===== src/hdl/mos_pkg.sv =====
// Shared types and constants for the magnitude order sorter.
// No dependencies.
package mos_pkg;

  // Kept samples per run and store geometry
  localparam int unsigned MaxLen  = 64;
  localparam int unsigned AddrW   = 6;
  localparam int unsigned Depth   = 2 ** AddrW;
  localparam int unsigned CntW    = AddrW + 1;
  localparam int unsigned SampleW = 16;
  localparam int unsigned MagW    = SampleW + 1;

  localparam logic [CntW-1:0] MaxLenC = CntW'(MaxLen);

  // One store entry: sample and its position in the run
  typedef struct packed {
    logic signed [SampleW-1:0] value;
    logic [AddrW-1:0]          index;
  } entry_t;

  // Absolute value; -32768 maps to 32768
  function automatic logic [MagW-1:0] magnitude(logic [SampleW-1:0] v);
    logic [MagW-1:0] e;
    e = {v[SampleW-1], v};
    return v[SampleW-1] ? (MagW'(0) - e) : e;
  endfunction

endpackage


===== src/hdl/magnitude_order_sorter.sv =====
// Top level of the magnitude order sorter: sequencer around the entry store.
// Depends on mos_pkg and mos_store.
//
//  channel  | signals                                  | handshake
//  ---------+------------------------------------------+--------------------------
//  input    | sample_i, is_last_i                      | start high, busy low
//  result   | sorted_value_o, original_index_o,        | valid_o strobe, one cycle,
//           | last_out_o, overflow_o                   | always taken
//
// Each item is inserted into a store kept sorted by falling magnitude: the
// insertion walks from the tail, one entry per cycle through the store's
// read-compare-write loop, passing at most 63 entries. The first item of a
// run and a dropped item are handled in the idle state alone. After the last
// item the run is read out at one result per cycle. Reset clears only the
// state, fill count and flags; the store needs no clearing pass. The receiver
// cannot stall; busy is high during insertion and read-out.
module magnitude_order_sorter
  import mos_pkg::*;
(
  input  logic                      clk_i,
  input  logic                      rst_ni,
  input  logic                      start,
  output logic                      busy,
  input  logic signed [SampleW-1:0] sample_i,
  input  logic                      is_last_i,
  output logic                      valid_o,
  output logic signed [SampleW-1:0] sorted_value_o,
  output logic [AddrW-1:0]          original_index_o,
  output logic                      last_out_o,
  output logic                      overflow_o
);

  typedef enum logic [3:0] {
    ST_IDLE  = 4'b0001,
    ST_SHIFT = 4'b0010,
    ST_PLACE = 4'b0100,
    ST_EMIT  = 4'b1000
  } state_e;

  state_e state_q, state_d;
  logic [CntW-1:0]  fill_q, fill_d;
  logic             ovf_q, ovf_d;
  logic [AddrW-1:0] pos_q, pos_d;
  logic [AddrW-1:0] ptr_q, ptr_d;
  entry_t           new_q, new_d;
  logic             last_q, last_d;
  logic             valid_q, valid_d;
  logic             last_out_q, last_out_d;
  logic             ovf_out_q, ovf_out_d;

  logic             we;
  logic [AddrW-1:0] waddr;
  entry_t           wdata;
  logic             re;
  logic [AddrW-1:0] raddr;
  entry_t           rdata;

  mos_store u_store (
    .clk_i   (clk_i),
    .we_i    (we),
    .waddr_i (waddr),
    .wdata_i (wdata),
    .re_i    (re),
    .raddr_i (raddr),
    .rdata_o (rdata)
  );

  // sequencer
  always_comb begin
    state_d    = state_q;
    fill_d     = fill_q;
    ovf_d      = ovf_q;
    pos_d      = pos_q;
    ptr_d      = ptr_q;
    new_d      = new_q;
    last_d     = last_q;
    valid_d    = 1'b0;
    last_out_d = 1'b0;
    ovf_out_d  = 1'b0;
    we         = 1'b0;
    waddr      = pos_q;
    wdata      = new_q;
    re         = 1'b0;
    raddr      = pos_q - AddrW'(1);

    unique case (state_q)
      ST_IDLE: begin
        if (start) begin
          if (fill_q < MaxLenC) begin
            new_d.value = sample_i;
            new_d.index = fill_q[AddrW-1:0];
            last_d      = is_last_i;
            pos_d       = fill_q[AddrW-1:0];
            if (fill_q == '0) begin
              // empty store: place directly at the head
              we          = 1'b1;
              waddr       = '0;
              wdata.value = sample_i;
              wdata.index = '0;
              fill_d      = CntW'(1);
              ptr_d       = '0;
              state_d     = is_last_i ? ST_EMIT : ST_IDLE;
            end else begin
              re      = 1'b1;
              raddr   = fill_q[AddrW-1:0] - AddrW'(1);
              state_d = ST_SHIFT;
            end
          end else begin
            // store full: drop the item
            ovf_d   = 1'b1;
            ptr_d   = '0;
            state_d = is_last_i ? ST_EMIT : ST_IDLE;
          end
        end
      end

      ST_SHIFT: begin
        // rdata holds entry pos_q - 1
        if (magnitude(rdata.value) < magnitude(new_q.value)) begin
          we    = 1'b1;
          wdata = rdata;
          pos_d = pos_q - AddrW'(1);
          if (pos_q == AddrW'(1)) begin
            state_d = ST_PLACE;
          end else begin
            re    = 1'b1;
            raddr = pos_q - AddrW'(2);
          end
        end else begin
          we      = 1'b1;
          fill_d  = fill_q + CntW'(1);
          ptr_d   = '0;
          state_d = last_q ? ST_EMIT : ST_IDLE;
        end
      end

      ST_PLACE: begin
        we      = 1'b1;
        fill_d  = fill_q + CntW'(1);
        ptr_d   = '0;
        state_d = last_q ? ST_EMIT : ST_IDLE;
      end

      ST_EMIT: begin
        re        = 1'b1;
        raddr     = ptr_q;
        valid_d   = 1'b1;
        ovf_out_d = ovf_q;
        if ({1'b0, ptr_q} == fill_q - CntW'(1)) begin
          last_out_d = 1'b1;
          fill_d     = '0;
          ovf_d      = 1'b0;
          state_d    = ST_IDLE;
        end else begin
          ptr_d = ptr_q + AddrW'(1);
        end
      end

      default: state_d = ST_IDLE;
    endcase
  end

  // control registers
  always_ff @(posedge clk_i or negedge rst_ni) begin
    if (!rst_ni) begin
      state_q    <= ST_IDLE;
      fill_q     <= '0;
      ovf_q      <= 1'b0;
      valid_q    <= 1'b0;
      last_out_q <= 1'b0;
      ovf_out_q  <= 1'b0;
    end else begin
      state_q    <= state_d;
      fill_q     <= fill_d;
      ovf_q      <= ovf_d;
      valid_q    <= valid_d;
      last_out_q <= last_out_d;
      ovf_out_q  <= ovf_out_d;
    end
  end

  // working registers
  always_ff @(posedge clk_i) begin
    pos_q  <= pos_d;
    ptr_q  <= ptr_d;
    new_q  <= new_d;
    last_q <= last_d;
  end

  assign busy             = (state_q != ST_IDLE);
  assign valid_o          = valid_q;
  assign sorted_value_o   = rdata.value;
  assign original_index_o = rdata.index;
  assign last_out_o       = last_out_q;
  assign overflow_o       = ovf_out_q;

`ifndef ASSERT_OFF
  a_fill_bound: assert property (@(posedge clk_i) disable iff (!rst_ni)
    fill_q <= MaxLenC)
    else $error("fill count beyond capacity");

  a_burst: assert property (@(posedge clk_i) disable iff (!rst_ni)
    (valid_o && !last_out_o) |=> valid_o)
    else $error("gap inside a result burst");

  a_last_strobe: assert property (@(posedge clk_i) disable iff (!rst_ni)
    (last_out_o || overflow_o) |-> valid_o)
    else $error("result flag without strobe");

  a_run_cleared: assert property (@(posedge clk_i) disable iff (!rst_ni)
    last_out_o |-> (fill_q == '0 && !ovf_q))
    else $error("run state not cleared after final result");
`endif

endmodule


===== src/hdl/mos_store.sv =====
// Entry store of the sorter: one write port, one read port, registered read.
// Depends on mos_pkg.
module mos_store
  import mos_pkg::*;
(
  input  logic             clk_i,
  input  logic             we_i,
  input  logic [AddrW-1:0] waddr_i,
  input  entry_t           wdata_i,
  input  logic             re_i,
  input  logic [AddrW-1:0] raddr_i,
  output entry_t           rdata_o
);

  entry_t mem [Depth];
  entry_t rdata_q;

  // write port
  always_ff @(posedge clk_i) begin
    if (we_i) begin
      mem[waddr_i] <= wdata_i;
    end
  end

  // read port, registered
  always_ff @(posedge clk_i) begin
    if (re_i) begin
      rdata_q <= mem[raddr_i];
    end
  end

  assign rdata_o = rdata_q;

endmodule


===== config.mk =====
export PLATFORM = sky130hd
export DESIGN_NAME = magnitude_order_sorter
export DESIGN_NICKNAME = d
export VERILOG_FILES = /design/src/hdl/mos_pkg.sv /design/src/hdl/magnitude_order_sorter.sv /design/src/hdl/mos_store.sv
export SDC_FILE = /design/constraint.sdc
export NUM_CORES = 1
export LEC_CHECK = 0
export BUFFER_PORTS_ARGS = -buffer_cell sky130_fd_sc_hd__buf_2
export CORE_UTILIZATION = 25
export DETAILED_ROUTE_END_ITERATION = 16
export GPL_TIMING_DRIVEN = 0
export PLACE_DENSITY = 0.48
export SYNTH_ARGS = -nofsm -noshare
export SYNTH_HDL_FRONTEND = slang
export SYNTH_SLANG_ARGS = --single-unit

===== constraint.sdc =====
create_clock -name clk_i -period 6.9 [get_ports clk_i]
set_clock_uncertainty 0.2 [all_clocks]
set_input_delay 1.035 -clock clk_i [delete_from_list [all_inputs] [get_ports clk_i]]
set_output_delay 1.035 -clock clk_i [all_outputs]
set_load 0.01 [all_outputs]

==> results.md <==
- The actual slew at the worst max-slew pin is 1.19 ns.
- Counting stages on the worst path, the most repeated cell is sky130_fd_sc_hd__or3_1.
- Synthesis produced a netlist whose cell count is 3,436.
- The number of input and output port buffers inserted is 45.
- From left edge to right edge, the die measures 488 µm.
- Walking the worst path, the cells encountered are or3_1 > or3_1 > or3_1 > or4_1 > ha_1 > o21ai_0 > nor2_1 > nor4_4 > buf_4 > o21a_4 > nand3_1 > a311oi_4 > buf_4 > nand2_1 > nor3_1 > clkbuf_1 > a22oi_1 > nand2_2 > or4_1.
- Among all stages on the critical path, the largest delay is contributed by sky130_fd_sc_hd__nor3_1.
- Using the TritonRoute via totals, the vias-per-cell ratio works out to 4.67.
- The sequential element share of the synthesized area is 75.2%.
- For this run, the detailed router's first-pass iteration total came to 8.
- Routability-driven placement finished with a final weighted congestion of 0.915.
- In this run, synthesis produced a sequential element count of 1,480.
- Summing the areas of all fa, ha and maj instances in the mapped netlist gives 0.530% of the synthesized area.
- The pin count of the biggest net entering global routing is 65.
- The worst path needs 6.84 ns of the cycle, external delays included.
- The number of cells on the worst hold path is 1.
- The H-tree generated during clock tree synthesis spans 4 levels.
- The flow ran to the end, and the final reports show no timing, DRC or antenna violations.
- The destination of the worst register-to-register timing path is u_store.rdata_o[5].
- The fraction of layout instances using a drive strength above 1 is 19.6%.
- The multiplexer share of the synthesized area is 10.3%.
- During synthesis, Yosys emitted a total of 0 warnings.
- The critical path contains buffers and inverters numbering 3 combined.
- The number of clock sinks is 1,480.
- The overall power of the completed layout is 0.0180 W.
- The dominant combinational cell family by area after synthesis is multiplexers.
- The relative contribution of combinational cells to total power is 0.1%.
- The sum of routed wire length over all layers is 172,000 µm.
- The global route total overflow is 0.
- The worst hold path belongs to the class in2reg.
- At the later pin of the worst-skew pair, clock insertion delay measures 0.81 ns.
- Setup repair after global routing could not meet its margin everywhere.
- The deepest clock path buffer count is 3.
- The initial antenna violation count is 14.
- The half-perimeter wire length after placement is 115,000 µm.
- The combined area of all synthesized cells is 59,000 µm².
- The clock-pin slew on the worst setup and hold paths is 0.06 ns.
- The most frequent standard cell in the layout excluding fill and tap cells is sky130_fd_sc_hd__edfxtp_1.
- The async set-or-reset flop fraction in the synthesized netlist is 1.01%.
- Summing the areas of all xor and xnor instances in the mapped netlist gives 0.698% of the synthesized area.
- For this run, the leading register cell type out of synthesis is sky130_fd_sc_hd__edfxtp_1.
- The post-route worst hold slack is 0.228 ns.
- The synthesized net count is 3,481.
- The floorplan step defined a core boundary enclosing 234,000 µm².
- After filler insertion, the fill cell instance count of the layout stands at 22.9k.
- The number of cells on the worst reg-to-reg path is 19.
- The number of distinct library cells after synthesis is 86.
- The number of maximum-capacitance violations is 0.
- The portion of the clock cycle consumed by the worst path in the final layout is 99.2%.
- The final core utilization is 30.2%.
- The detailed router finished its first iteration with 3,174 violations.
- Power spread over the standard cell area amounts to 255 nW/µm².
- The relative max-transition margin is 19.6%.
- Setup violations remaining at the end of the flow were counted as 0.
- The die covers 238,000 µm².
- The internal power of the cells totals 0.0143 W.
- The capturing element type of the critical path is a flip-flop.
- The initialized floorplan defines 177 standard-cell rows.
- In the routed design, unresolved DRC markers number 0.
- The stage delay of the slowest cell on the critical path is 0.72 ns.
- The data arrival time at the worst-slack endpoint is 7.30 ns.
- The worst hold path terminates at new_q[11].
- The worst hold path begins at sample_i[5].
- In this run, synthesis inferred 1,465 flip-flops with an integrated enable.
- The max-slew violation count is 0.
- The via count of the first global-routing pass is 32.1k.
- The highest ir drop seen on vdd is 0.000221 V.
- The tree is rooted in a sky130_fd_sc_hd__clkbuf_16.
- Leaving out fill and tap cells, the most frequent cells in the layout are 1,465 x sky130_fd_sc_hd__edfxtp_1, 410 x sky130_fd_sc_hd__mux2i_1, 210 x sky130_fd_sc_hd__nand2_1, 176 x sky130_fd_sc_hd__o22ai_1, 159 x sky130_fd_sc_hd__clkbuf_16.
- Across all register-to-register paths, the minimum setup slack is 0.06 ns.
- Clock tree synthesis inserted a total of 158 buffers.
- The least setup slack across all paths after layout is 0.0565 ns.
- The critical-path maximum fanout is 10.
- After the last flow step, the layout net total stands at 3,760.
- Detailed routing inserted a total of 32.6k vias.
- The kind of start point of the critical path is a flip-flop.
- Of the total power, the share spent switching nets is 20.3%.
- The starting density of the core is 25.2%.
- The post-synthesis area per instance is 17.2 µm².
- The cell family contributing the most delay on the critical path is simple AND/OR/NAND/NOR gates.
- TritonCTS built the clock tree.
- The start of the worst register-to-register path is new_q[8].
- The average wire per cell in the routed design is 24.6 µm.
- In this run the count of I/O pins placed on the die edge is 46.
- The final count of hold timing violations is 0.
- The floorplan die height is 488 µm.
- The switching power of the nets is 0.00365 W.
- The static power due to leakage is 22.0 nW.
- The part of the total power dissipated in sequential elements is 54.1%.
- In this run, the clock network consumes 45.8% of the power.
- The required time of the critical path is 7.36 ns.
- The type of the worst setup path is reg2reg.
- Once detail routing completed, the nets flagged for antenna violations numbered 0.
- The worst slack after detailed placement is -1.09 ns.
- The post-synthesis compound-gate area fraction is 7.23%.
- Timing would allow up to 146 MHz.
- The first global-routing pass estimated 243,000 µm of wire.
- Across every metal layer, demand over resource in global routing totals 14.3%.
- The synthesis-to-finish area growth is 19.4%.
- The share of synthesized cell area in and, or, nand and nor gates is 4.01%.
-- worst max-delay path by stage --
stage               startpoint             endpoint  depth (start not counted)
detailed placement    new_q[8]   u_store.rdata_o[5]                         19
floorplan             new_q[8]  u_store.rdata_o[11]                         17
finish                new_q[8]   u_store.rdata_o[5]                         19
global route          new_q[8]   u_store.rdata_o[3]                         20
CTS                   new_q[8]   u_store.rdata_o[5]                         17
global placement      new_q[8]   u_store.mem[31][5]                         12
-- flip-flops by register name, summed over array words and instances (netlist names) --
register,count
state_q,4
ptr_q,6
valid_o,1
fill_q,7
ovf_q,1
last_out_o,1
u_store.rdata_o,22
pos_q,6
overflow_o,1
new_q,22
last_q,1
u_store.mem,1408
-- metal layers --
| layer | wire [µm] | track usage (%) |
|---|---|---|
| met3 | 10300 | 2.43 |
| met2 | 78500 | 22.4 |
| met4 | 5690 | 5.03 |
| met5 | 0 | 0 |
| met1 | 77100 | 19.9 |
-- what timing repair did --
item | CTS | global route
setup buffers | 4 | 5
resized for setup | 154 | 108
endpoints found under the hold margin | 14 | 0
endpoints found under the setup margin | 22 | 22
hold buffers | 1 | 0
pin swaps | 4 | 10
-- power by group through the flow --
stage	clock [W]	sequential [W]	combinational, W
after global placement	0	0.00992	0.0000159
after floorplan	0	0.00992	0.00000490
after detailed placement	0	0.00992	0.0000158
final	0.00824	0.00973	0.0000191
after CTS	0.00840	0.00973	0.0000170
after global routing	0.00876	0.00972	0.0000210
-- area by class of cell --
cell class                      count  area, µm²  share of cell area, %
Multi-Input combinational cell   1720      14200                   20.1
Clock inverter                     77        857                   1.22
Buffer                            203       1300                   1.85
Tap cell                         3132       3920                   5.56
Inverter                           33        146                  0.208
Sequential cell                  1480      44400                   63.0
Antenna cell                        3       7.51                 0.0107
Clock buffer                      205       4150                   5.89
Timing Repair Buffer              119       1520                   2.16
-- cell usage after synthesis, types with 14 or more instances --
master	n	area share, %
sky130_fd_sc_hd__a21oi_1	107	0.91
sky130_fd_sc_hd__a221oi_1	64	0.95
sky130_fd_sc_hd__a222oi_1	16	0.27
sky130_fd_sc_hd__a22oi_1	47	0.60
sky130_fd_sc_hd__a32o_1	21	0.36
sky130_fd_sc_hd__buf_2	92	0.78
sky130_fd_sc_hd__buf_4	14	0.18
sky130_fd_sc_hd__buf_6	16	0.31
sky130_fd_sc_hd__clkbuf_1	70	0.45
sky130_fd_sc_hd__dfrtp_1	14	0.59
sky130_fd_sc_hd__edfxtp_1	1465	75
sky130_fd_sc_hd__ha_1	25	0.53
sky130_fd_sc_hd__inv_1	32	0.20
sky130_fd_sc_hd__mux2i_1	412	7.0
sky130_fd_sc_hd__mux4_2	86	3.3
sky130_fd_sc_hd__nand2_1	218	1.4
sky130_fd_sc_hd__nand3_1	44	0.37
sky130_fd_sc_hd__nor2_1	110	0.70
sky130_fd_sc_hd__o21ai_0	124	1.1
sky130_fd_sc_hd__o21ai_1	22	0.19
sky130_fd_sc_hd__o22ai_1	176	1.9
sky130_fd_sc_hd__or3_1	33	0.35
sky130_fd_sc_hd__or4_1	24	0.31
sky130_fd_sc_hd__xnor2_1	31	0.46
sky130_fd_sc_hd__xor2_1	16	0.24
-- cell families (layout without fill, tap and decap cells) --
| family | Yosys count | after routing |
|---|---|---|
| mux | 500 | 500 |
| compound gates | 647 | 647 |
| buf+inv | 236 | 637 |
| xor+xnor | 47 | 47 |
| other cells | 2 | 5 |
| fa+ha+maj | 25 | 25 |
| flops | 1480 | 1480 |
| simple gates | 499 | 499 |
-- per-stage QoR --
| stage | area, µm² | TNS, ns | std cells |
|---|---|---|---|
| floorplan | 59000 | 0 | 3436 |
| CTS | 70100 | -0.137 | 6964 |
| detailed placement | 64600 | -18.88 | 6677 |
| finish | 70400 | 0 | 6972 |
| global route | 70400 | -0.0868 | 6970 |
| global placement | 63100 | -899.76 | 6613 |
Note: power is estimated with default switching activity, not from simulation.
